===== src/hw/rtl/acs_pkg.sv =====
// Shared constants, codes and control types for the accumulator CPU step block.
`timescale 1ns / 1ps
`default_nettype none
package acs_pkg;

  localparam int PROG_DEPTH  = 4096;
  localparam int DATA_DEPTH  = 65536;
  localparam int STACK_DEPTH = 16;
  localparam int NUM_REGS    = 16;

  localparam int WORD_W = 16;
  localparam int PC_W   = 12;
  localparam int ACT_W  = 2;
  localparam int LVL_W  = 4;
  localparam int PA_W   = $clog2(PROG_DEPTH);
  localparam int DA_W   = $clog2(DATA_DEPTH);
  localparam int SP_W   = $clog2(STACK_DEPTH);
  localparam int RA_W   = $clog2(NUM_REGS);

  // Immediate loads always land in this register.
  localparam logic [RA_W-1:0] IMM_REG = RA_W'(10);

  // Memory operation control bits of the instruction word
  localparam int BIT_CLR   = 6;
  localparam int BIT_STORE = 7;
  localparam int BIT_NEG   = 8;
  localparam int BIT_INC   = 9;
  localparam int BIT_ADD   = 10;
  localparam int BIT_SHR   = 11;

  typedef enum logic [ACT_W-1:0] {
    ACT_PROG = 2'd0,
    ACT_DATA = 2'd1,
    ACT_EXEC = 2'd2,
    ACT_NONE = 2'd3
  } act_t;

  typedef enum logic [1:0] {
    OP_MEM  = 2'b00,
    OP_CALL = 2'b01,
    OP_RET  = 2'b10,
    OP_IMM  = 2'b11
  } op_t;

  typedef struct packed {
    logic capture;     // beat accepted: snapshot pc and stack index
    logic prog_we;     // program word load
    logic data_we;     // data word load
    logic fetch_re;    // start program memory read
    logic fetch_step;  // decode and update architectural state
    logic mem_step;    // finish memory operation and emit
    logic load_emit;   // emit the result of a load or no-op beat
  } ctrl_cmd_t;

  typedef struct packed {
    logic memop;
    logic out_free;
  } dp_status_t;

endpackage
`default_nettype wire


===== src/hw/rtl/acs_ctrl.sv =====
// Step sequencer: accepts beats and walks fetch, memory and emit phases.
`timescale 1ns / 1ps
`default_nettype none
module acs_ctrl import acs_pkg::*; (
  input  logic             clk,
  input  logic             rst,
  input  logic             in_valid,
  input  logic [ACT_W-1:0] action,
  output logic             in_ready,
  input  dp_status_t       status,
  output ctrl_cmd_t        cmd
);

  typedef enum logic [3:0] {
    S_IDLE  = 4'b0001,
    S_FETCH = 4'b0010,
    S_MEM   = 4'b0100,
    S_LDONE = 4'b1000
  } state_t;

  state_t state, state_next;
  logic   accept;

  assign in_ready = (state == S_IDLE);
  assign accept   = in_ready && in_valid;

  always_comb begin
    cmd.capture    = accept;
    cmd.prog_we    = accept && (action == ACT_PROG);
    cmd.data_we    = accept && (action == ACT_DATA);
    cmd.fetch_re   = accept && (action == ACT_EXEC);
    // a memory op may leave FETCH while the output is busy; it emits in MEM
    cmd.fetch_step = (state == S_FETCH) && (status.memop || status.out_free);
    cmd.mem_step   = (state == S_MEM) && status.out_free;
    cmd.load_emit  = (state == S_LDONE) && status.out_free;
  end

  always_comb begin
    state_next = state;
    case (state)
      S_IDLE: begin
        if (accept) begin
          state_next = (action == ACT_EXEC) ? S_FETCH : S_LDONE;
        end
      end
      S_FETCH: begin
        if (cmd.fetch_step) begin
          state_next = status.memop ? S_MEM : S_IDLE;
        end
      end
      S_MEM: begin
        if (cmd.mem_step) begin
          state_next = S_IDLE;
        end
      end
      S_LDONE: begin
        if (cmd.load_emit) begin
          state_next = S_IDLE;
        end
      end
      default: state_next = S_IDLE;
    endcase
  end

  always_ff @(posedge clk) begin
    if (rst) begin
      state <= S_IDLE;
    end else begin
      state <= state_next;
    end
  end

endmodule
`default_nettype wire


===== config.mk =====
export PLATFORM = sky130hd
export DESIGN_NAME = acs_ctrl
export DESIGN_NICKNAME = d
export VERILOG_FILES = /design/src/hw/rtl/acs_pkg.sv /design/src/hw/rtl/acs_ctrl.sv
export SDC_FILE = /design/constraint.sdc
export NUM_CORES = 1
export LEC_CHECK = 0
export BUFFER_PORTS_ARGS = -buffer_cell sky130_fd_sc_hd__buf_2
export CORE_AREA = 2 2 39 41
export CTS_CLUSTER_DIAMETER = 100
export DETAILED_ROUTE_END_ITERATION = 16
export DIE_AREA = 0 0 41 43
export PLACE_DENSITY = 0.52
export SYNTH_ARGS = -nofsm -noshare
export SYNTH_HDL_FRONTEND = slang
export SYNTH_SLANG_ARGS = --single-unit

===== constraint.sdc =====
create_clock -name clk -period 4.1 [get_ports clk]
set_input_delay 0.615 -clock clk [delete_from_list [all_inputs] [get_ports clk]]
set_output_delay 0.615 -clock clk [all_outputs]
set_load 0.02 [all_outputs]

==> summary.txt <==
Logic synthesis
  – Post-Syn Area: 312 um^2
  – Top cells by area, synth: dfxtp_1 (26%), nor4b_1 (8.4%), nor4b_4 (7.6%)
  – Yosys warning count: 0
  – Mapped Nets: 45
  – Synth Register Bits: 4
  – Netlist cell types: 23
  – Post-synth top area share: 0.257
  – Cells after synthesis: 38
  – Area leader, netlist: dfxtp_1
  – Mapped Avg Cell Area: 8.20 um^2
  – Seq/Total Area, Yosys: 0.257

CTS
  – CTS max path bufs: 2
  – Clock-pin slew on the worst setup and hold paths: 0.04 ns
  – Clock sinks: 4
  – CTS tree: done
  – CTS Root Cell: clkbuf_4
  – CTS Hold Bufs: 0
  – Skew-Pair Late Insertion Delay: 0.23 ns
  – Total CTS buffers: 3
  – H-tree Lvls: 1
  – CTS resizes: 0
  – # Post-CTS Setup Buffers: 0

Timing
  – Final setup viols: 0
  – FMAX: 455 MHz
  – Clock Skew: 0.00270 ns
  – Setup_tns: 0 ns
  – Final Slew Violations: 0
  – Final worst-path cycle share: 0.536
  – RSZ-0062 raised after global routing: false
  – Post-layout min period: 2.20 ns
  – Worst slew margin: 0.762
  – Slew @ Worst Pin: 0.356 ns
  – Hold Vio Cnt, Final: 0

Power and ir drop
  – Leak: 0.182 nW
  – Pwr dens: 324 nW/um^2
  – Max rail drop VDD: 62.5 uV
  – Total power: 0.000130 W

Global routing
  – Remaining Overflow, GRT: 0
  – Tot GR Track Use: 0.0873
  – GR Util met2: 0.128
  – Vias in the first global route: 272
  – Largest net degree at the start of global routing: 11
  – M1 GR Usage: 0.119
  – GRT Max-Usage Layer: met2
  – M3 GR Usage: 0
  – Initial antenna violation count: 0
  – First-pass GRT wire length: 1080 um

Route
  – Vias/cell: 4.85
  – WL final: 718 um
  – Via count of the routed design: 330
  – Iter 0 DRT Violations: 6
  – WL per Instance: 10.6 um
  – DRT antenna net count: 0
  – DRC violations left: 0
  – DRT Pass-1 Iters: 4

Floorplanning
  – Starting Density: 0.225
  – Full die area: 1760 um^2
  – Core area: 1380 um^2
  – Die W: 41 um
  – Row count: 14
  – Die height: 43 um
  – Io pins: 15

Layout
  – Max reg flops: 4
  – Share of cells above drive strength 1: 0.385
  – Most flop-heavy register: state
  – P&R area growth vs syn: 28.5%
  – Nets@finish: 61
  – Ant. Diodes: 0
  – Largest registers: state (4)

Worst setup path
  – CP Data Required Time: 3.48 ns
  – Startpoint Class: flop
  – Critical Path End Type: primary output
  – WS Path Type: reg -> out
  – Crit Path Max Fanout: 6
  – Crit path DAT: 1.58 ns

Outcome
  – Status: finished clean

Placement
  – Port-buffer cells: 14
  – GPL Wtd Cong: 0.803
  – Final HPWL DP: 563 um

Min path
  – Min-delay worst type: in -> reg

Flow run
  – Max Cap Viol: 0
-- worst paths after layout --
path / startpoint / endpoint / slack [ns] / cells after the start
setup reg to reg: state[0]$_SDFFE_PP1P_ / state[0]$_SDFFE_PP1P_ / 2.69 / 3
hold / removal: rst / state[1]$_SDFFE_PP0P_ / 0.59 / 2
setup / recovery: state[2]$_SDFFE_PP0P_ / cmd[1] / 1.90 / 4
hold reg to reg: state[0]$_SDFFE_PP1P_ / state[2]$_SDFFE_PP0P_ / 0.61 / 1
-- cells in the mapped netlist, drive strengths merged --
library cell / count
and2: 1
nand4b: 1
nor3: 2
nor2: 2
inv: 5
nor3b: 2
a31oi: 1
a32oi: 1
dfxtp: 4
clkbuf: 1
nand2b: 1
a221o: 1
nor4b: 4
a21oi: 2
buf: 2
nand2: 3
nor4: 2
nand3b: 1
o2111ai: 1
or3: 1
-- critical path, stage by stage, from the launching register on --
cell and delay [ns]:
dfxtp_1 0.45, inv_1 0.13, or3_2 0.45, nor3_1 0.13, buf_2 0.19
-- cells by family after synthesis --
| logic type | Yosys count | synth area share |
|---|---|---|
| buffers and inverters | 8 | 0.137 |
| and+or+nand+nor | 20 | 0.466 |
| DFF | 4 | 0.257 |
| AOI/OAI and AO/OA | 6 | 0.141 |
-- cell type report --
type / count / area (um^2)
fill: 162 / 983
timing repair buffer: 14 / 70.1
inverter: 5 / 18.8
tap: 16 / 20.0
clock buffer: 3 / 22.5
sequential: 4 / 80.1
multi-input combinational: 26 / 189
-- per-stage QoR --
stage / worst slack [ns] / hold WS [ns] / cells / util / instance area, um^2
2_1_floorplan: 1.90 / 0.550 / 38 / - / 312
3_3_place_gp: 1.97 / 0.637 / 65 / 0.273 / 378
3_5_place_dp: 1.96 / 0.598 / 65 / 0.273 / 378
4_1_cts: 1.89 / 0.586 / 68 / 0.289 / 400
5_1_grt: 1.79 / 0.592 / 68 / 0.289 / 400
6_report: 1.90 / 0.593 / 68 / 0.289 / 400
-- layer usage --
metal / part of all wire / routed length (um)
met4: 0.024 / 17
met2: 0.40 / 290
met1: 0.49 / 351
met5: 0 / 0
met3: 0.084 / 60
-- layout by cell type, fill, tap and decap left out, types with 2 or more instances in the layout --
cell,synthesis,final
nand2_1,2,2
inv_1,5,5
a21oi_1,2,2
nor4b_1,3,3
nor3b_1,2,2
nor4_1,2,2
nor3_1,2,2
clkbuf_4,0,3
nor2_1,2,2
buf_2,0,14
dfxtp_1,4,4
-- power by group --
part           switching (W)  internal [W]
logic              0.0000186     0.0000150
clock network      0.0000160     0.0000327
registers         0.00000570     0.0000416
No activity file was read; power rests on OpenSTA's default activity.
